## config.mk

```make
export PLATFORM = sky130hd
export DESIGN_NAME = antialiased_line_rasterizer_unit_flat
export DESIGN_NICKNAME = d
export VERILOG_FILES = /design/src/rtl/awl_pkg.sv /design/src/rtl/awl_if.sv /design/src/rtl/awl_div.sv /design/src/rtl/awl_pixel.sv /design/src/rtl/antialiased_line_rasterizer_unit.sv /design/src/flat_wrapper.sv
export SDC_FILE = /design/constraint.sdc
export NUM_CORES = 1
export LEC_CHECK = 0
export BUFFER_PORTS_ARGS = -buffer_cell sky130_fd_sc_hd__buf_4
export CELL_PAD_IN_SITES_DETAIL_PLACEMENT = 1
export CELL_PAD_IN_SITES_GLOBAL_PLACEMENT = 1
export CORE_ASPECT_RATIO = 0.9
export CORE_MARGIN = 4
export CORE_UTILIZATION = 43
export CTS_CLUSTER_DIAMETER = 200
export DETAILED_ROUTE_END_ITERATION = 8
export GPL_TIMING_DRIVEN = 0
export PLACE_DENSITY_LB_ADDON = 0.08
export SYNTH_ARGS = -nofsm -noshare
export SYNTH_HDL_FRONTEND = slang
export SYNTH_SLANG_ARGS = --single-unit
```

## constraint.sdc

```tcl
create_clock -name clk -period 4.4 [get_ports clk]
set_clock_uncertainty 0.05 [all_clocks]
set_input_delay 0.22 -clock clk [delete_from_list [all_inputs] [get_ports clk]]
set_output_delay 0.22 -clock clk [all_outputs]
set_load 0.1 [all_outputs]
```

## src/rtl/awl_pkg.sv

```systemverilog
`default_nettype none
package awl_pkg;

  localparam int COORD_BITS = 12;
  localparam int WALK_BITS  = COORD_BITS + 1;
  localparam int FRAC_BITS  = 16;
  localparam int ACC_BITS   = FRAC_BITS + 1;
  localparam int GRAY_BITS  = 8;
  localparam int CNT_BITS   = $clog2(ACC_BITS);

  // 1.0 in the error accumulator format
  localparam logic [ACC_BITS-1:0] ONE_FX = {1'b1, {FRAC_BITS{1'b0}}};

  typedef enum logic [1:0] {
    OP_MOVE = 2'd0,
    OP_LINE = 2'd1,
    OP_TICK = 2'd2
  } op_t;

  typedef enum logic [2:0] {
    LC_VERT      = 3'd0,
    LC_STEEP_POS = 3'd1,
    LC_SHAL_POS  = 3'd2,
    LC_SHAL_NEG  = 3'd3,
    LC_STEEP_NEG = 3'd4
  } line_case_t;

  typedef enum logic {
    ST_IDLE = 1'b0,
    ST_DIV  = 1'b1
  } state_t;

  typedef struct packed {
    logic                  start;
    logic [COORD_BITS-1:0] minor;
    logic [COORD_BITS-1:0] major;
  } div_req_t;

  typedef struct packed {
    logic                done;
    logic [ACC_BITS-1:0] quo;
  } div_rsp_t;

  typedef struct packed {
    logic [WALK_BITS-1:0] x;
    logic [WALK_BITS-1:0] y;
    logic [ACC_BITS-1:0]  err;
  } walk_t;

  typedef struct packed {
    logic [WALK_BITS-1:0] first_x;
    logic [WALK_BITS-1:0] first_y;
    logic [GRAY_BITS-1:0] first_gray;
    logic [WALK_BITS-1:0] second_x;
    logic [WALK_BITS-1:0] second_y;
    logic [GRAY_BITS-1:0] second_gray;
    logic                 second_valid;
    logic                 last;
  } pix_t;

  // floor(f * 255) in integer gray levels, f in accumulator format
  function automatic logic [GRAY_BITS-1:0] gray_of(input logic [ACC_BITS-1:0] f);
    logic [ACC_BITS+GRAY_BITS-1:0] prod;
    begin
      prod = {f, {GRAY_BITS{1'b0}}} - {{GRAY_BITS{1'b0}}, f};
      return prod[FRAC_BITS+GRAY_BITS-1:FRAC_BITS];
    end
  endfunction

endpackage
`default_nettype wire

```

## src/rtl/awl_if.sv

```systemverilog
`default_nettype none
interface awl_in_if import awl_pkg::*; ();
  logic                  valid;
  logic                  ready;
  logic [1:0]            op;
  logic [COORD_BITS-1:0] x;
  logic [COORD_BITS-1:0] y;

  modport source (output valid, output op, output x, output y, input ready);
  modport sink   (input valid, input op, input x, input y, output ready);
endinterface

interface awl_out_if import awl_pkg::*; ();
  logic                 valid;
  logic                 ready;
  logic [WALK_BITS-1:0] first_x;
  logic [WALK_BITS-1:0] first_y;
  logic [GRAY_BITS-1:0] first_gray;
  logic [WALK_BITS-1:0] second_x;
  logic [WALK_BITS-1:0] second_y;
  logic [GRAY_BITS-1:0] second_gray;
  logic                 second_valid;
  logic                 last;

  modport source (output valid, output first_x, output first_y, output first_gray,
                  output second_x, output second_y, output second_gray,
                  output second_valid, output last, input ready);
  modport sink   (input valid, input first_x, input first_y, input first_gray,
                  input second_x, input second_y, input second_gray,
                  input second_valid, input last, output ready);
endinterface
`default_nettype wire

```

## src/rtl/awl_div.sv

```systemverilog
`default_nettype none
module awl_div import awl_pkg::*; (
  input  wire logic     clk,
  input  wire logic     rst_n,
  input  wire div_req_t req,
  output div_rsp_t      rsp
);

  logic                  busy_r, busy_nxt;
  logic [CNT_BITS-1:0]   cnt_r, cnt_nxt;
  logic [WALK_BITS-1:0]  rem_r, rem_nxt;
  logic [ACC_BITS-1:0]   quo_r, quo_nxt;
  logic [COORD_BITS-1:0] major_r, major_nxt;
  logic [WALK_BITS-1:0]  trial;
  logic [WALK_BITS-1:0]  diff;
  logic                  bit_q;
  logic                  final_step;

  // one compare-subtract per cycle, integer bit first then fraction bits
  always_comb begin
    trial      = (cnt_r == '0) ? rem_r : {rem_r[WALK_BITS-2:0], 1'b0};
    bit_q      = trial >= {1'b0, major_r};
    diff       = trial - {1'b0, major_r};
    final_step = busy_r && (cnt_r == CNT_BITS'(ACC_BITS - 1));
  end

  always_comb begin
    busy_nxt  = busy_r;
    cnt_nxt   = cnt_r;
    rem_nxt   = rem_r;
    quo_nxt   = quo_r;
    major_nxt = major_r;
    if (req.start) begin
      busy_nxt  = 1'b1;
      cnt_nxt   = '0;
      rem_nxt   = {1'b0, req.minor};
      major_nxt = req.major;
    end else if (busy_r) begin
      rem_nxt = bit_q ? diff : trial;
      quo_nxt = {quo_r[ACC_BITS-2:0], bit_q};
      cnt_nxt = cnt_r + CNT_BITS'(1);
      if (final_step) begin
        busy_nxt = 1'b0;
      end
    end
  end

  always_ff @(posedge clk) begin
    if (!rst_n) begin
      busy_r <= 1'b0;
      cnt_r  <= '0;
    end else begin
      busy_r <= busy_nxt;
      cnt_r  <= cnt_nxt;
    end
    rem_r   <= rem_nxt;
    quo_r   <= quo_nxt;
    major_r <= major_nxt;
  end

  assign rsp.done = final_step;
  assign rsp.quo  = {quo_r[ACC_BITS-2:0], bit_q};

endmodule
`default_nettype wire

```

## src/rtl/awl_pixel.sv

```systemverilog
`default_nettype none
module awl_pixel import awl_pkg::*; (
  input  wire walk_t                 walk,
  input  wire logic [ACC_BITS-1:0]   slope,
  input  wire logic [COORD_BITS-1:0] stop,
  input  wire line_case_t            lcase,
  output pix_t                       pix,
  output walk_t                      walk_nxt
);

  logic [ACC_BITS:0]    sum;
  logic                 carry;
  logic [ACC_BITS-1:0]  err_adv;
  logic [WALK_BITS-1:0] x_inc, y_inc, y_dec;
  logic [WALK_BITS-1:0] major;

  always_comb begin
    sum     = {1'b0, walk.err} + {1'b0, slope};
    carry   = sum >= {1'b0, ONE_FX};
    err_adv = carry ? ACC_BITS'(sum - {1'b0, ONE_FX}) : sum[ACC_BITS-1:0];
    x_inc   = walk.x + WALK_BITS'(1);
    y_inc   = walk.y + WALK_BITS'(1);
    y_dec   = walk.y - WALK_BITS'(1);
  end

  always_comb begin
    pix              = '0;
    walk_nxt         = walk;
    pix.first_x      = walk.x;
    pix.first_y      = walk.y;
    pix.first_gray   = gray_of(ONE_FX - walk.err);
    pix.second_x     = walk.x;
    pix.second_y     = walk.y;
    pix.second_gray  = gray_of(walk.err);
    pix.second_valid = 1'b1;
    major            = walk.x;
    unique case (lcase)
      LC_VERT: begin
        pix.first_gray   = '0;
        pix.second_x     = '0;
        pix.second_y     = '0;
        pix.second_gray  = '0;
        pix.second_valid = 1'b0;
        walk_nxt.y       = y_inc;
        major            = y_inc;
      end
      LC_STEEP_POS: begin
        pix.first_x  = x_inc;
        walk_nxt.err = err_adv;
        walk_nxt.x   = carry ? x_inc : walk.x;
        walk_nxt.y   = y_inc;
        major        = y_inc;
      end
      LC_SHAL_POS: begin
        pix.first_y  = y_inc;
        walk_nxt.err = err_adv;
        walk_nxt.y   = carry ? y_inc : walk.y;
        walk_nxt.x   = x_inc;
        major        = x_inc;
      end
      LC_SHAL_NEG: begin
        pix.first_y  = y_dec;
        walk_nxt.err = err_adv;
        walk_nxt.y   = carry ? y_dec : walk.y;
        walk_nxt.x   = x_inc;
        major        = x_inc;
      end
      LC_STEEP_NEG: begin
        pix.first_x  = x_inc;
        walk_nxt.err = err_adv;
        walk_nxt.x   = carry ? x_inc : walk.x;
        walk_nxt.y   = y_dec;
        major        = y_dec;
      end
      default: begin
        pix.second_valid = 1'b0;
      end
    endcase
    pix.last = major == {1'b0, stop};
  end

endmodule
`default_nettype wire

```

## src/rtl/antialiased_line_rasterizer_unit.sv

```systemverilog
`default_nettype none
// channel   | dir | payload                                             | handshake
// in_bus    | in  | op, x, y                                            | valid/ready
// out_bus   | out | first_x/y/gray, second_x/y/gray, second_valid, last | valid/ready
//
// a move or tick beat needs no divider; a tick of an active line loads the output register
// a non-vertical line beat starts a restoring divider that builds the slope,
//   one compare-subtract per cycle, integer bit then 16 fraction bits
// in_bus.ready is low while the divider runs and while an unread result blocks the output
// synchronous active-low reset clears the point, walk state, line flag and output valid
module antialiased_line_rasterizer_unit import awl_pkg::*; (
  input  wire logic clk,
  input  wire logic rst_n,
  awl_in_if.sink    in_bus,
  awl_out_if.source out_bus
);

  // fsm
  state_t state_r, state_nxt;

  // current point and line walk state
  logic [COORD_BITS-1:0] start_x_r, start_x_nxt;
  logic [COORD_BITS-1:0] start_y_r, start_y_nxt;
  walk_t                 walk_r, walk_nxt;
  logic [COORD_BITS-1:0] stop_r, stop_nxt;
  logic [ACC_BITS-1:0]   slope_r, slope_nxt;
  line_case_t            case_r, case_nxt;
  logic                  active_r, active_nxt;

  // output register
  pix_t out_r, out_nxt;
  logic out_valid_r, out_valid_nxt;

  // handshake
  logic accept;
  logic out_free;
  logic is_move, is_line, is_tick;
  logic tick_fire;
  logic div_needed;

  // line setup terms
  logic [COORD_BITS-1:0] x0, y0, x1, y1;
  logic [COORD_BITS-1:0] adx, ady;
  logic                  same_dir, steep, zero_len;
  line_case_t            setup_case;
  logic [COORD_BITS-1:0] setup_wx, setup_wy, setup_stop;

  // shared divider and pixel datapath
  div_req_t div_req;
  div_rsp_t div_rsp;
  logic     div_start;
  pix_t     pix;
  walk_t    walk_step;

  awl_div u_div (
    .clk   (clk),
    .rst_n (rst_n),
    .req   (div_req),
    .rsp   (div_rsp)
  );

  awl_pixel u_pixel (
    .walk     (walk_r),
    .slope    (slope_r),
    .stop     (stop_r),
    .lcase    (case_r),
    .pix      (pix),
    .walk_nxt (walk_step)
  );

  // decode of the input beat
  always_comb begin
    out_free  = !out_valid_r || out_bus.ready;
    accept    = in_bus.valid && in_bus.ready;
    is_move   = in_bus.op == OP_MOVE;
    is_line   = in_bus.op == OP_LINE;
    is_tick   = in_bus.op == OP_TICK;
    tick_fire = accept && is_tick && active_r;
  end

  // line setup: spans, direction, case and walk start
  always_comb begin
    x0       = start_x_r;
    y0       = start_y_r;
    x1       = in_bus.x;
    y1       = in_bus.y;
    adx      = (x0 > x1) ? x0 - x1 : x1 - x0;
    ady      = (y0 > y1) ? y0 - y1 : y1 - y0;
    same_dir = (x1 >= x0) == (y1 >= y0);
    steep    = ady > adx;
    zero_len = (adx == '0) && (ady == '0);
    if (adx == '0) begin
      setup_case = LC_VERT;
      setup_wx   = x0;
      setup_wy   = (y0 < y1) ? y0 : y1;
      setup_stop = (y0 < y1) ? y1 : y0;
    end else if (steep && same_dir) begin
      setup_case = LC_STEEP_POS;
      setup_wx   = (y0 < y1) ? x0 : x1;
      setup_wy   = (y0 < y1) ? y0 : y1;
      setup_stop = (y0 < y1) ? y1 : y0;
    end else if (steep) begin
      setup_case = LC_STEEP_NEG;
      setup_wx   = (x0 < x1) ? x0 : x1;
      setup_wy   = (x0 < x1) ? y0 : y1;
      setup_stop = (x0 < x1) ? y1 : y0;
    end else begin
      // horizontal lines walk as shallow positive
      setup_case = (same_dir || ady == '0) ? LC_SHAL_POS : LC_SHAL_NEG;
      setup_wx   = (x0 < x1) ? x0 : x1;
      setup_wy   = (x0 < x1) ? y0 : y1;
      setup_stop = (x0 < x1) ? x1 : x0;
    end
    div_needed    = is_line && !zero_len && (adx != '0);
    div_req.start = div_start;
    div_req.minor = steep ? adx : ady;
    div_req.major = steep ? ady : adx;
  end

  // fsm next state
  always_comb begin
    state_nxt = state_r;
    unique case (state_r)
      ST_IDLE: if (accept && div_needed) state_nxt = ST_DIV;
      ST_DIV:  if (div_rsp.done) state_nxt = ST_IDLE;
      default: state_nxt = ST_IDLE;
    endcase
  end

  // fsm outputs
  always_comb begin
    in_bus.ready = 1'b0;
    div_start    = 1'b0;
    unique case (state_r)
      ST_IDLE: begin
        in_bus.ready = out_free;
        div_start    = in_bus.valid && out_free && div_needed;
      end
      ST_DIV:  ;
      default: ;
    endcase
  end

  // state updates
  always_comb begin
    start_x_nxt = start_x_r;
    start_y_nxt = start_y_r;
    walk_nxt    = walk_r;
    stop_nxt    = stop_r;
    slope_nxt   = slope_r;
    case_nxt    = case_r;
    active_nxt  = active_r;
    if (div_rsp.done) begin
      slope_nxt = div_rsp.quo;
    end
    if (accept && is_move) begin
      start_x_nxt = in_bus.x;
      start_y_nxt = in_bus.y;
    end
    if (accept && is_line) begin
      // any older line is dropped; a zero-length line only moves the point
      start_x_nxt  = x1;
      start_y_nxt  = y1;
      walk_nxt.err = '0;
      slope_nxt    = '0;
      active_nxt   = !zero_len;
      if (!zero_len) begin
        case_nxt   = setup_case;
        walk_nxt.x = {1'b0, setup_wx};
        walk_nxt.y = {1'b0, setup_wy};
        stop_nxt   = setup_stop;
      end
    end
    if (tick_fire) begin
      walk_nxt = walk_step;
      if (pix.last) begin
        active_nxt = 1'b0;
      end
    end
  end

  // output register: a tick of an active line loads one beat
  always_comb begin
    out_nxt       = out_r;
    out_valid_nxt = out_valid_r && !out_bus.ready;
    if (tick_fire) begin
      out_nxt       = pix;
      out_valid_nxt = 1'b1;
    end
  end

  always_ff @(posedge clk) begin
    if (!rst_n) begin
      state_r     <= ST_IDLE;
      start_x_r   <= '0;
      start_y_r   <= '0;
      walk_r      <= '0;
      stop_r      <= '0;
      slope_r     <= '0;
      case_r      <= LC_VERT;
      active_r    <= 1'b0;
      out_valid_r <= 1'b0;
    end else begin
      state_r     <= state_nxt;
      start_x_r   <= start_x_nxt;
      start_y_r   <= start_y_nxt;
      walk_r      <= walk_nxt;
      stop_r      <= stop_nxt;
      slope_r     <= slope_nxt;
      case_r      <= case_nxt;
      active_r    <= active_nxt;
      out_valid_r <= out_valid_nxt;
    end
    out_r <= out_nxt;
  end

  assign out_bus.valid        = out_valid_r;
  assign out_bus.first_x      = out_r.first_x;
  assign out_bus.first_y      = out_r.first_y;
  assign out_bus.first_gray   = out_r.first_gray;
  assign out_bus.second_x     = out_r.second_x;
  assign out_bus.second_y     = out_r.second_y;
  assign out_bus.second_gray  = out_r.second_gray;
  assign out_bus.second_valid = out_r.second_valid;
  assign out_bus.last         = out_r.last;

endmodule
`default_nettype wire

```

## src/flat_wrapper.sv

```systemverilog
// flat-port wrapper written by rule: the top's interface ports become plain ports
module antialiased_line_rasterizer_unit_flat import awl_pkg::*;
  (clk, rst_n, in_bus_valid, in_bus_op, in_bus_x, in_bus_y, in_bus_ready, out_bus_valid, out_bus_first_x, out_bus_first_y, out_bus_first_gray, out_bus_second_x, out_bus_second_y, out_bus_second_gray, out_bus_second_valid, out_bus_last, out_bus_ready);
  awl_in_if in_bus_i ();
  awl_out_if out_bus_i ();
  input  wire logic clk;
  input  wire logic rst_n;
  input wire logic [$bits(in_bus_i.valid)-1:0] in_bus_valid;
  input wire logic [$bits(in_bus_i.op)-1:0] in_bus_op;
  input wire logic [$bits(in_bus_i.x)-1:0] in_bus_x;
  input wire logic [$bits(in_bus_i.y)-1:0] in_bus_y;
  output wire logic [$bits(in_bus_i.ready)-1:0] in_bus_ready;
  output wire logic [$bits(out_bus_i.valid)-1:0] out_bus_valid;
  output wire logic [$bits(out_bus_i.first_x)-1:0] out_bus_first_x;
  output wire logic [$bits(out_bus_i.first_y)-1:0] out_bus_first_y;
  output wire logic [$bits(out_bus_i.first_gray)-1:0] out_bus_first_gray;
  output wire logic [$bits(out_bus_i.second_x)-1:0] out_bus_second_x;
  output wire logic [$bits(out_bus_i.second_y)-1:0] out_bus_second_y;
  output wire logic [$bits(out_bus_i.second_gray)-1:0] out_bus_second_gray;
  output wire logic [$bits(out_bus_i.second_valid)-1:0] out_bus_second_valid;
  output wire logic [$bits(out_bus_i.last)-1:0] out_bus_last;
  input wire logic [$bits(out_bus_i.ready)-1:0] out_bus_ready;
  assign in_bus_i.valid = in_bus_valid;
  assign in_bus_i.op = in_bus_op;
  assign in_bus_i.x = in_bus_x;
  assign in_bus_i.y = in_bus_y;
  assign in_bus_ready = in_bus_i.ready;
  assign out_bus_valid = out_bus_i.valid;
  assign out_bus_first_x = out_bus_i.first_x;
  assign out_bus_first_y = out_bus_i.first_y;
  assign out_bus_first_gray = out_bus_i.first_gray;
  assign out_bus_second_x = out_bus_i.second_x;
  assign out_bus_second_y = out_bus_i.second_y;
  assign out_bus_second_gray = out_bus_i.second_gray;
  assign out_bus_second_valid = out_bus_i.second_valid;
  assign out_bus_last = out_bus_i.last;
  assign out_bus_i.ready = out_bus_ready;
  antialiased_line_rasterizer_unit u_core (.clk(clk), .rst_n(rst_n), .in_bus(in_bus_i), .out_bus(out_bus_i));
endmodule
```

* Word level (Yosys, flattened, before mapping)
Cells that the tools add are included.
** Cells by class
- Add/subtract/negate cells :: 14
- Order comparisons :: 9
- Eq/ne operators :: 16
- Mux-type cells :: 55
- Bitwise logic cells :: 4
- Reduce and logical (&&, ||, !) cells :: 39
** Operators with widths (count)
- $mux W12 :: 24
- $mux W43 :: 2
- $mux W13 :: 6
- $pmux W13 S2 :: 2
- $pmux W13 S4 :: 1
- $sub A12 B12 Y12 :: 4
- $sub A24 B17 Y24 :: 2
- $pmux W13 S3 :: 1
- $gt A12 B12 Y1 :: 3
- $mux W17 :: 2
- $add A13 B1 Y13 const B :: 2
- $mux W26 :: 1
- $ge A12 B12 Y1 :: 2
- $logic_not A12 Y1 :: 2
- $lt A12 B12 Y1 :: 2
- $add A17 B17 Y18 :: 1
- $ge A18 B17 Y1 const B :: 1
- $sub A17 B17 Y17 const A :: 1
- $sub A17 B17 Y17 const B :: 1
- $logic_and A1 B1 Y1 :: 14
- $eq A13 B12 Y1 :: 1
- $ge A13 B12 Y1 :: 1
- $sub A13 B1 Y13 const B :: 1
- $sub A13 B12 Y13 :: 1
- other kinds (28) :: 59
** Word-level totals
- Register bits after elaboration :: 219
- Word-level logic and storage cells :: 162

* Logic depth before layout (Yosys ltp)
Gate-level depths: netlist (run 1).
- Depth in word-level cells :: 11
- Depth in mapped cells :: 25
- Gate-level depth less buffers :: 23

* Modules after synthesis
Synthesis (run 1) repeated with hierarchy kept, for this count alone.
** Unflattened totals
- Cells, all modules :: 2073
- Area total of the unflattened synthesis :: 17242.8 um2
** By module, submodules not included
- antialiased_line_rasterizer_unit :: instances 1, cells each 1080, area an instance 9929.5 um2, seq. area each 4144.0 um2
- awl_pixel :: instances 1, cells each 761, area an instance 4702.0 um2, seq. area each 0.0 um2
- awl_div :: instances 1, cells each 232, area an instance 2611.3 um2, seq. area each 1341.3 um2

* Worst setup path after synthesis (run 1)
Ideal clock, no wire load.
- Path kind :: flip-flop to flip-flop
- Start point :: register u_core.out_valid_r, in the netlist u_core.out_bus.valid
- End point :: register u_core.walk_r[34] in the netlist's numbering
- Library setup time :: 88 ps
- Arrival :: 5716 ps
- Required time :: 4262 ps
- Slack :: -1454 ps
- Stages on the path, launching flop included :: 10
- Path buffers :: 2
- Cells stage by stage :: dfxtp_1 > nor2b_1 > nor2_1 > nand2_1 > or3_1 > clkbuf_1 > clkinv_1 > clkbuf_1 > a22oi_1 > o22ai_1
** Between the ends
- Cells in the longest elaborated chain, start to end :: 8
- Elaborated cells on any way between the ends :: 13
- Those cells by class :: 3 x eq/ne; 2 x mux; 8 x reduce/logical
** RTL lines
- from (decl) :: RTL line antialiased_line_rasterizer_unit.sv:32 : logic out_valid_r, out_valid_nxt;
- from (signal assigned) :: RTL line antialiased_line_rasterizer_unit.sv:212 : out_valid_r <= out_valid_nxt;
- $logic_not A1 Y1 * :: RTL line antialiased_line_rasterizer_unit.sv:73 : out_free = !out_valid_r || out_bus.ready;
- $logic_or A1 B1 Y1 * :: RTL line antialiased_line_rasterizer_unit.sv:73
- $mux W1 * :: RTL line antialiased_line_rasterizer_unit.sv:134 : unique case (state_r)
- named net in_bus_ready :: RTL line flat_wrapper.sv:12 : output wire logic [$bits(in_bus_i.ready)-1:0] in_bus_ready;
- $logic_and A1 B1 Y1 * :: RTL line antialiased_line_rasterizer_unit.sv:74 : accept = in_bus.valid && in_bus.ready;
- $logic_and A1 B1 Y1 * (2 in a row) :: RTL line antialiased_line_rasterizer_unit.sv:78 : tick_fire = accept && is_tick && active_r;
- named net u_core.tick_fire :: RTL line antialiased_line_rasterizer_unit.sv:38 : logic tick_fire;
- $ne A3 B3 Y1 (no source line), or another cell as far along
- $reduce_and A4 Y1 (no source line)
- to (signal assigned) :: RTL line antialiased_line_rasterizer_unit.sv:207 : walk_r <= walk_nxt;
- to (decl) :: RTL line antialiased_line_rasterizer_unit.sv:24 : walk_t walk_r, walk_nxt;
The timed path passes the listed nets; every way through them passes the cells marked *.
A chain may end at the register's enable or synchronous reset.

* Worst setup path in the final report (run 1)
- Start point :: register u_core.start_y_r[1]
- End point :: register u_core.walk_r[31] in the netlist's numbering
** Between the ends
- Cells in the longest elaborated chain, start to end :: 9
- Elaborated cells on any way between the ends :: 19
- Those cells by class :: 2 x add/sub; 4 x order compare; 2 x eq/ne; 7 x mux; 4 x reduce/logical
** RTL lines
- from (decl) :: RTL line antialiased_line_rasterizer_unit.sv:23 : logic [COORD_BITS-1:0] start_y_r, start_y_nxt;
- from (signal assigned) :: RTL line antialiased_line_rasterizer_unit.sv:206 : start_y_r <= start_y_nxt;
- $sub A12 B12 Y12 / $gt A12 B12 Y1 (equally long branches) :: RTL line antialiased_line_rasterizer_unit.sv:88 : ady = (y0 > y1) ? y0 - y1 : y1 - y0;
- $mux W12 :: RTL line antialiased_line_rasterizer_unit.sv:88
- $gt A12 B12 Y1 :: RTL line antialiased_line_rasterizer_unit.sv:90 : steep = ady > adx;
- $logic_and A1 B1 Y1 :: RTL line antialiased_line_rasterizer_unit.sv:97 : end else if (steep && same_dir) begin
- $mux W12 :: RTL line antialiased_line_rasterizer_unit.sv:97
- $mux W12 :: RTL line antialiased_line_rasterizer_unit.sv:92 : if (adx == '0) begin
- $mux W26 :: RTL line antialiased_line_rasterizer_unit.sv:167 : if (!zero_len) begin
- $mux W43 :: RTL line antialiased_line_rasterizer_unit.sv:160 : if (accept && is_line) begin
- $mux W43 :: RTL line antialiased_line_rasterizer_unit.sv:174 : if (tick_fire) begin
Parallel ways exist; a longest one is shown, timed or not. The select of a mux whose other input is x is not followed.

==> impl_metrics.ini, run 1 <==
[floorplan]
num_io_pins = 102
core_area_um2 = 37640
die_h_um = 194.1
std_cell_rows = 67
initial_core_util = 0.4397
die_width_um = 214.8
dieArea_um2 = 41700

[timing]
max_clock_freq_ghz = 0.2050
fin_crit_ps = 4877
fin_tns_setup_ps = -16240
finalSetupViolations = 57
timing.final.ws_setup_ps = -477.3
tightest_slew_ps = 969.5
min_period_over_period = 1.108
slew_headroom = 0.3537
slew_violations = 0
hold_violations = 0
rsz0062_at_grt = yes

[outcome]
status = finished, violations left
violations = setup timing

[clocking]
clk_pin_slew_ps = 60
numCtsBuffers = 27
clk_latency_ps = 570
clockBufferDepth = 3
cts_tree = built
cts_sinks = 219
cts_root_buf = clkbuf_16
htreeDepth = 1

[detailed_routing]
drt-total-wl_um = 61600
routedWlPerCell_um = 22.63
antenna_left = 0
via_count = 16170
drcViolationCount = 0
drtIter0Drc = 1108
drtPass1Iterations = 7
via_per_inst = 5.940

[power_and_ir_drop]
ir_drop_uv = 267.8
power_density_nw_per_um2 = 363.1
power_leakage_nw = 8.333

[worst_setup_path]
worstRegToRegCells = 17
cp-end-kind = flip-flop
cp_max_fo = 6
worstPathArrival_ps = 5330
startpoint_type = flip-flop
critPathKind = reg2reg
reg2reg_slack_ps = -480
r2r-start = u_core.start_y_r[1]
crit_required_ps = 4850
r2r_end = u_core.walk_r[31]

[cells_and_area]
syn_to_final_growth_pct = 26.41
fin_util = 0.5558
final_nets = 2367
stdcell_area_um2 = 20920
drive_gt1_frac = 0.2023
n_antenna_cell = 0
final_cell_count_no_fill = 2722

[grt]
grt_usage = 0.2763
grt_antenna_before_repair = 1
grt_start_max_net_pins = 75
grt_pass1_wl_um = 93240
grt_use_met3 = 0.03322
met1_usage = 0.3780
grt_pass1_vias = 16320
grt.overflow.total = 0
top_usage_layer = met2
met2_usage = 0.4607

[logic_synthesis]
syn_nets = 2142
ys_top_cells_by_area = edfxtp_1 (20%), dfxtp_1 (13%), ha_1 (8.5%)
yosys.area.top_type_share = 0.1996
syn_area_per_cell_um2 = 8.305
synth.most_common_cell = nor2_1
synthArstFlopShare = 0
synth-edff-count = 110
syn_inst = 1993
yosys_most_used_dff = edfxtp_1
synth_seq_cells = 219
synth_area_um2 = 16550
synth_common_cells = nor2_1 (217), nand2_1 (185), a21oi_1 (181)
synth_cell_type_count = 81
synth_area_leader_cell = edfxtp_1
yosysWarningCount = 0
yosysSeqAreaShare = 0.3314

[hold_path]
min_from = rst_n
min_to = u_core.walk_r[24]
whs_path_depth = 3
holdCritPathClass = in2reg

[placed_design]
place_area_um2 = 17980
place.gp.congestion = 0.9062
dp_hpwl_um = 44030
place_inst = 2577
io_buffers = 100
place_ws_ps = -1498

[job]
drv_cap = 0
## metrics by stage
step	hold WS (ps)	total power, mW
floorplan	317.3	3.989
global placement	378.9	4.575
detailed placement	386.6	4.650
CTS	13.72	7.349
global route	48.33	7.929
finish	19.66	7.596
## how the worst max path moves through the flow
stage / from / end / slack [ps] / cells past startpoint
global placement: u_core.start_y_r[0] / u_core.u_div.rem_r[2] / -1390 / 19
finish: u_core.start_y_r[1] / u_core.walk_r[31] / -480 / 17
floorplan: u_core.start_x_r[0] / u_core.walk_r[30] / 0.5 / 23
global route: u_core.start_y_r[0] / u_core.walk_r[31] / -650 / 18
detailed placement: u_core.start_y_r[0] / u_core.u_div.rem_r[2] / -1500 / 19
CTS: u_core.start_y_r[0] / u_core.walk_r[30] / -300 / 26
## where the power goes
group	leakage (nW)	switching [mW]	internal [mW]	total, mW
combinational	6.03	1.76	1.24	3.00
sequential	1.87	0.0517	2.27	2.32
clock	0.437	0.950	1.32	2.27
total	8.33	2.76	4.83	7.60
## cell families (layout without fill, tap and decap cells)
kind of cell    count (synthesis)  after routing  share of synthesized area
simple gates                  652            653                     0.1829
compound gates                549            549                     0.2133
buf+inv                       246            491                    0.06138
flops                         219            219                     0.3314
fa+ha+maj                     119            119                    0.09268
xor+xnor                      116            116                    0.06138
mux                            92             92                    0.05685
## per-layer routing
layer | vias to the layer above | part of all wire
met2 | 473 | 0.47
li1 | 7566 | -
met1 | 7992 | 0.45
met3 | 138 | 0.048
met4 | 0 | 0.036
met5 | - | 0
## cells in the final DEF, fill, tap and decap left out, drive strengths merged, types with 9 or more instances in the layout
cell | netlist | final
a211oi | 22 | 22
a21boi | 9 | 9
a21o | 38 | 38
a21oi | 182 | 182
a221oi | 13 | 13
a22oi | 30 | 30
a2bb2oi | 13 | 13
a31oi | 10 | 10
and2 | 14 | 15
and3 | 14 | 14
buf | 37 | 209
clkbuf | 87 | 117
clkinv | 3 | 14
dfxtp | 109 | 109
dlygate4sd3 | 0 | 25
edfxtp | 110 | 110
ha | 113 | 113
inv | 119 | 122
mux2 | 16 | 16
mux2i | 76 | 76
nand2 | 186 | 186
nand3 | 46 | 46
nand4 | 27 | 27
nor2 | 217 | 217
nor2b | 39 | 39
nor3 | 57 | 57
nor4 | 9 | 9
o21a | 17 | 17
o21ai | 110 | 110
o22ai | 27 | 27
o31ai | 11 | 11
xnor2 | 79 | 79
xor2 | 37 | 37
## layout make-up
class                   instances  area [um^2]
fillers                      4392        16720
inverters                     122        462.9
multi-input cells            1529        11150
flip-flops and latches        219         5499
clock inverters                18        180.2
plain buffers                 122        693.2
clock buffers                  32        704.4
repair buffers                197         1632
well taps                     483        604.3
## critical path, stage by stage (launching register included)
cell and delay [ps]:
dfxtp_2 410, inv_1 170, fa_2 410, a21o_1 230, a221oi_4 310, a21oi_2 140, buf_4 150, buf_4 130
a2111oi_1 870, xor2_1 380, nor3_4 340, mux2i_2 280, a21oi_2 60, buf_6 140, buf_6 120, mux2i_2 150
a221o_1 350, a21oi_1 120
## sequential cells by signal (all words and copies together), names as in the netlist, 3 cells and up
register                    flops
u_core.walk_r                  43
u_core.slope_r                 17
u_core.u_div.quo_r             16
u_core.out_bus.first_x         13
u_core.out_bus.first_y         13
u_core.out_bus.second_x        13
u_core.out_bus.second_y        13
u_core.u_div.rem_r             13
u_core.start_x_r               12
u_core.start_y_r               12
u_core.stop_r                  12
u_core.u_div.major_r           12
u_core.out_bus.first_gray       8
u_core.out_bus.second_gray      8
u_core.u_div.cnt_r              5
u_core.case_r                   3
## repair_timing
action                                 CTS  global route
hold buffers                            25             0
buffers inserted                        42            25
gates cloned                             3             2
gates resized for setup                174            90
setup endpoints to repair               97           103
endpoints found under the hold margin   26             0
pin swaps                               53            55
No activity file was read; power rests on OpenSTA's default activity.
==> run 2: changes to the inputs <==
Settings changed: CORE_MARGIN 4 to 2.
==> impl_metrics.ini, run 2 (same netlist as run 1, synthesis figures left out) <==
[clocking]
numCtsBuffers = 27
cts_root_buf = clkbuf_16
cts_tree = built
clockBufferDepth = 3
clk_pin_slew_ps = 70
clk_latency_ps = 570
htreeDepth = 1
cts_sinks = 219

[timing]
rsz0062_at_grt = yes
max_clock_freq_ghz = 0.1945
finalSetupViolations = 92
slew_violations = 0
fin_crit_ps = 5141
slew_headroom = 0.3034
min_period_over_period = 1.168
hold_violations = 0
timing.final.ws_setup_ps = -741.2
tightest_slew_ps = 1045

[worst_setup_path]
crit_required_ps = 4810
startpoint_type = flip-flop
critPathKind = reg2reg
worstPathArrival_ps = 5550
cp_max_fo = 8
cp-end-kind = flip-flop
critPathLaunch = u_core.start_x_r[9]
r2r-start = u_core.start_x_r[9]

[outcome]
violations = setup timing
status = finished, violations left

[hold_path]
min_from = rst_n
holdCritPathClass = in2reg

[cells_and_area]
syn_to_final_growth_pct = 31.40
layout_commonest_cell = nor2_1
top_register = u_core.walk_r
final_cell_count_no_fill = 2761
layout_common_cells = nor2_1 (200), buf_4 (182), nand2_1 (175), a21oi_1 (148), edfxtp_1 (110)
n_antenna_cell = 0
largest_reg_flops = 43
regArea_um2 = 5500
multiInputGateArea_um2 = 11480
stdcell_area_um2 = 21750
fillCellCount = 4428
reg.largest.list = u_core.walk_r (43), u_core.slope_r (17), u_core.u_div.quo_r (16)
final_nets = 2399
drive_gt1_frac = 0.2378

[grt]
met2_usage = 0.5131
grt_start_max_net_pins = 76
met1_usage = 0.4053
grt.overflow.total = 0
grt_pass1_vias = 16500
grt_usage = 0.3024
top_usage_layer = met2
grt_antenna_before_repair = 1
grt_pass1_wl_um = 95450
grt_use_met3 = 0.03301

[detailed_routing]
via_count = 16940
drt-total-wl_um = 67460
drcViolationCount = 0
routedWlPerCell_um = 24.43
drtPass1Iterations = 5
drtIter0Drc = 1303
antenna_left = 0
via_per_inst = 6.134

[power_and_ir_drop]
ir_drop_uv = 318.7
power_leakage_nw = 8.653
power_density_nw_per_um2 = 399.3

[placed_design]
io_buffers = 100
place.gp.congestion = 0.8993
place_area_um2 = 17990
dp_hpwl_um = 44150
place_inst = 2584

[floorplan]
std_cell_rows = 68
die_h_um = 190.1
dieArea_um2 = 40080
die_width_um = 210.8
initial_core_util = 0.4342
core_area_um2 = 38120
num_io_pins = 102

[job]
drv_cap = 0
run 2: changes by cell type in the layout (fill, tap and decap cells not counted), sizes merged:
cell,change
clkinv,-3
inv,+2
buf,+34
clkinvlp,-1
run 2: worst max-delay path, cell delays in order (launching register included):
cell,delay (ps)
dfxtp_1,330
ha_1,320
buf_6,170
a211o_1,330
a221oi_4,370
o21ai_4,170
a211oi_4,410
o21ai_1,250
o31a_1,180
ha_1,330
a21o_1,210
a21o_1,190
a21oi_2,170
o211a_4,230
nor3_4,70
mux2i_1,190
a21oi_2,160
buf_6,150
buf_12,150
mux2i_4,250
nor3_2,60
o31a_1,290
run 2: path summary, 6_finish.rpt:
check / depth (start not counted) / slack, ps / endpoint
worst max-delay path: 21 / -740 / u_core.walk_r[30]
worst min-delay path: 3 / 60 / u_core.walk_r[21]
worst max register to register: 21 / -740 / u_core.walk_r[30]
worst min register to register: 0 / 410 / u_core.u_div.quo_r[15]
run 2: power by group:
part	switching (mW)	internal (mW)	total (mW)
Sequential	0.0560	2.27	2.32
Combinational	2.22	1.81	4.03
Clock	0.975	1.36	2.33
run 2: repair_timing:
action	in CTS	in global routing
setup buffers	53	50
setup endpoints to repair	97	103
pin swaps	61	81
endpoints found under the hold margin	25	0
cloned	4	3
gates resized for setup	216	163
hold buffers	25	0
run 2: layer usage:
metal / wire length, um / vias up
li1: - / 7647
met4: 2885 / 2
met1: 28960 / 8374
met3: 3899 / 193
met2: 31700 / 721
met5: 16 / -
run 2: cell type report:
| type | count | area share |
|---|---|---|
| Clock buffer | 34 | 0.03331 |
| Multi-Input combinational cell | 1529 | 0.5277 |
| Clock inverter | 16 | 0.008515 |
| Sequential cell | 219 | 0.2529 |
| Timing Repair Buffer | 231 | 0.09447 |
| Buffer | 120 | 0.03348 |
| Tap cell | 490 | 0.02819 |
| Inverter | 122 | 0.02140 |
run 2: through the flow:
step	util	TNS (ps)	setup WS, ps	total power, mW	hold WS, ps
after global routing	0.5705	-44990	-865.8	8.962	42.98
final	0.5705	-38550	-741.2	8.684	56.54
after CTS	0.5403	-9620	-357.4	7.795	3.595
after detailed placement	0.4720	-86440	-1440	4.663	389.3
after floorplan	-	0	0.5422	3.989	317.3
after global placement	0.4712	-74310	-1333	4.586	384.1
==> run 3: changes to the inputs <==
Settings changed: CORE_UTILIZATION 43 to 47, MAX_ROUTING_LAYER set to met4.
Clock period 4.4 ns to 5.4 ns, I/O delays scaled along.
==> impl_metrics.ini, run 3 (same netlist as run 1, synthesis figures left out) <==
[outcome]
status = finished, final reports clean

[worst_setup_path]
critPathKind = in2reg
cp-end-kind = flip-flop
startpoint_type = input port
cp_max_fo = 10
worstRegToRegCells = 21
r2r_end = u_core.walk_r[30]
r2r-start = u_core.start_y_r[0]
crit_required_ps = 5790
cp-endpoint = u_core.walk_r[30]
reg2reg_slack_ps = 150
worstPathArrival_ps = 5640
critPathLaunch = in_bus_x[9]

[cells_and_area]
drive_gt1_frac = 0.1257
top_register = u_core.walk_r
layout_commonest_cell = nor2_1
largest_reg_flops = 43
multiInputGateArea_um2 = 10230
n_antenna_cell = 0
stdcell_area_um2 = 19360
layout_common_cells = nor2_1 (215), nand2_1 (185), a21oi_1 (176), inv_1 (117), buf_4 (113)
fillCellCount = 4203
final_cell_count_no_fill = 2641
regArea_um2 = 5488
final_nets = 2302
reg.largest.list = u_core.walk_r (43), u_core.slope_r (17), u_core.u_div.quo_r (16)
syn_to_final_growth_pct = 16.97

[placed_design]
dp_hpwl_um = 44010
place.gp.congestion = 0.9006
place_ws_ps = -701.3
place_inst = 2563
io_buffers = 100
place_area_um2 = 17920

[grt]
grt_pass1_vias = 16280
grt_pass1_wl_um = 91300
grt.overflow.total = 0
grt_start_max_net_pins = 72
grt_antenna_before_repair = 0
grt_usage = 0.3201

[floorplan]
die_h_um = 182.0
core_area_um2 = 34890
num_io_pins = 102
initial_core_util = 0.4744
dieArea_um2 = 36730
die_width_um = 201.8
std_cell_rows = 65

[clocking]
clk_latency_ps = 560
cts_sinks = 219
htreeDepth = 1
numCtsBuffers = 26
clockBufferDepth = 3
cts_root_buf = clkbuf_16
cts_tree = built
clk_pin_slew_ps = 60

[timing]
finalSetupViolations = 0
fin_crit_ps = 5249
min_period_over_period = 0.9720
hold_violations = 0
tightest_slew_ps = 1030
slew_headroom = 0.3135
timing.final.ws_setup_ps = 151.1
slew_violations = 0
max_clock_freq_ghz = 0.1905
fin_tns_setup_ps = 0

[detailed_routing]
routedWlPerCell_um = 21.89
drtIter0Drc = 1124
drt-total-wl_um = 57810
via_per_inst = 6.005
antenna_left = 0
drtPass1Iterations = 5
via_count = 15860
drcViolationCount = 0

[hold_path]
holdCritPathClass = in2reg

[power_and_ir_drop]
power_leakage_nw = 7.814
ir_drop_uv = 209.5
power_density_nw_per_um2 = 300.9

[job]
drv_cap = 0
==> run 3: cell types whose count changed in the layout (fill, tap and decap cells not counted), sizes merged, moves of 2 or more <==
cell / previous run / this run
bufinv: 3 / 5
buf: 243 / 146
clkinvlp: 0 / 2
clkinv: 11 / 8
clkbuf: 117 / 121
inv: 124 / 119
==> run 3: repair_timing <==
item	CTS	global route
setup buffers	2	5
pin swaps	1	4
resized for setup	18	40
endpoints found under the setup margin	57	75
endpoints found under the hold margin	24	0
cloned	0	1
hold buffers	24	0
==> run 3: routing by layer <==
metal  routed length, um  track usage  part of all wire  vias up
met5                   0            -                 0        -
li1                    -            -                 -     7444
met2               27670       0.5318              0.48      416
met3                2616      0.03212             0.045       99
met4                1550      0.08000             0.027        0
met1               25980       0.4195              0.45     7901
==> run 3: power by group <==
group	switching [mW]	total (mW)	internal (mW)
Sequential	0.0435	1.89	1.85
Clock	0.745	1.95	1.20
Combinational	1.25	1.99	0.732
Total	2.04	5.83	3.78
==> run 3: worst max-delay path, cell delays in order <==
cell	delay, ps
dlygate4sd3_1	540
buf_4	150
inv_1	80
ha_1	230
buf_2	190
a211o_1	360
a221oi_4	350
o21a_1	250
buf_4	210
nor4b_2	80
o21ai_1	190
o31a_1	290
ha_1	290
a21o_1	180
a21o_1	170
a21oi_1	160
o211a_1	260
nor3_2	100
mux2i_1	170
a21oi_2	130
buf_4	160
buf_6	150
mux2i_2	290
nor3_1	100
o31a_1	260
==> run 3: how the worst min path moves through the flow <==
| stage | start | to | slack, ps | depth (start not counted) |
|---|---|---|---|---|
| 2_1_floorplan | in_bus_x[0] | u_core.start_x_r[0] | 370 | 2 |
| 5_1_grt | in_bus_y[1] | u_core.start_y_r[1] | 40 | 3 |
| 3_3_place_gp | u_core.u_div.quo_r[1] | u_core.u_div.quo_r[2] | 390 | 0 |
| 4_1_cts | in_bus_y[1] | u_core.start_y_r[1] | 3 | 3 |
| 3_5_place_dp | u_core.u_div.quo_r[14] | u_core.u_div.quo_r[15] | 390 | 0 |
| 6_report | in_bus_y[1] | u_core.start_y_r[1] | 40 | 3 |
==> run 3: stage by stage <==
stage / util / hold slack (ps) / power, mW
final: 0.5549 / 40.48 / 5.826
after global routing: 0.5549 / 44.31 / 6.088
after CTS: 0.5500 / 2.713 / 5.766
after detailed placement: 0.5136 / 391.6 / 3.776
after global placement: 0.5127 / 386.0 / 3.710
after floorplan: - / 367.3 / 3.235
==> run 3: cell type report <==
type,instances,share of cell area
multi-input cells,1528,0.5285
flip-flops and latches,219,0.2835
repair buffers,133,0.05558
clock buffers,35,0.03852
well taps,469,0.03031
plain buffers,123,0.02999
inverters,122,0.02365
clock inverters,12,0.01002
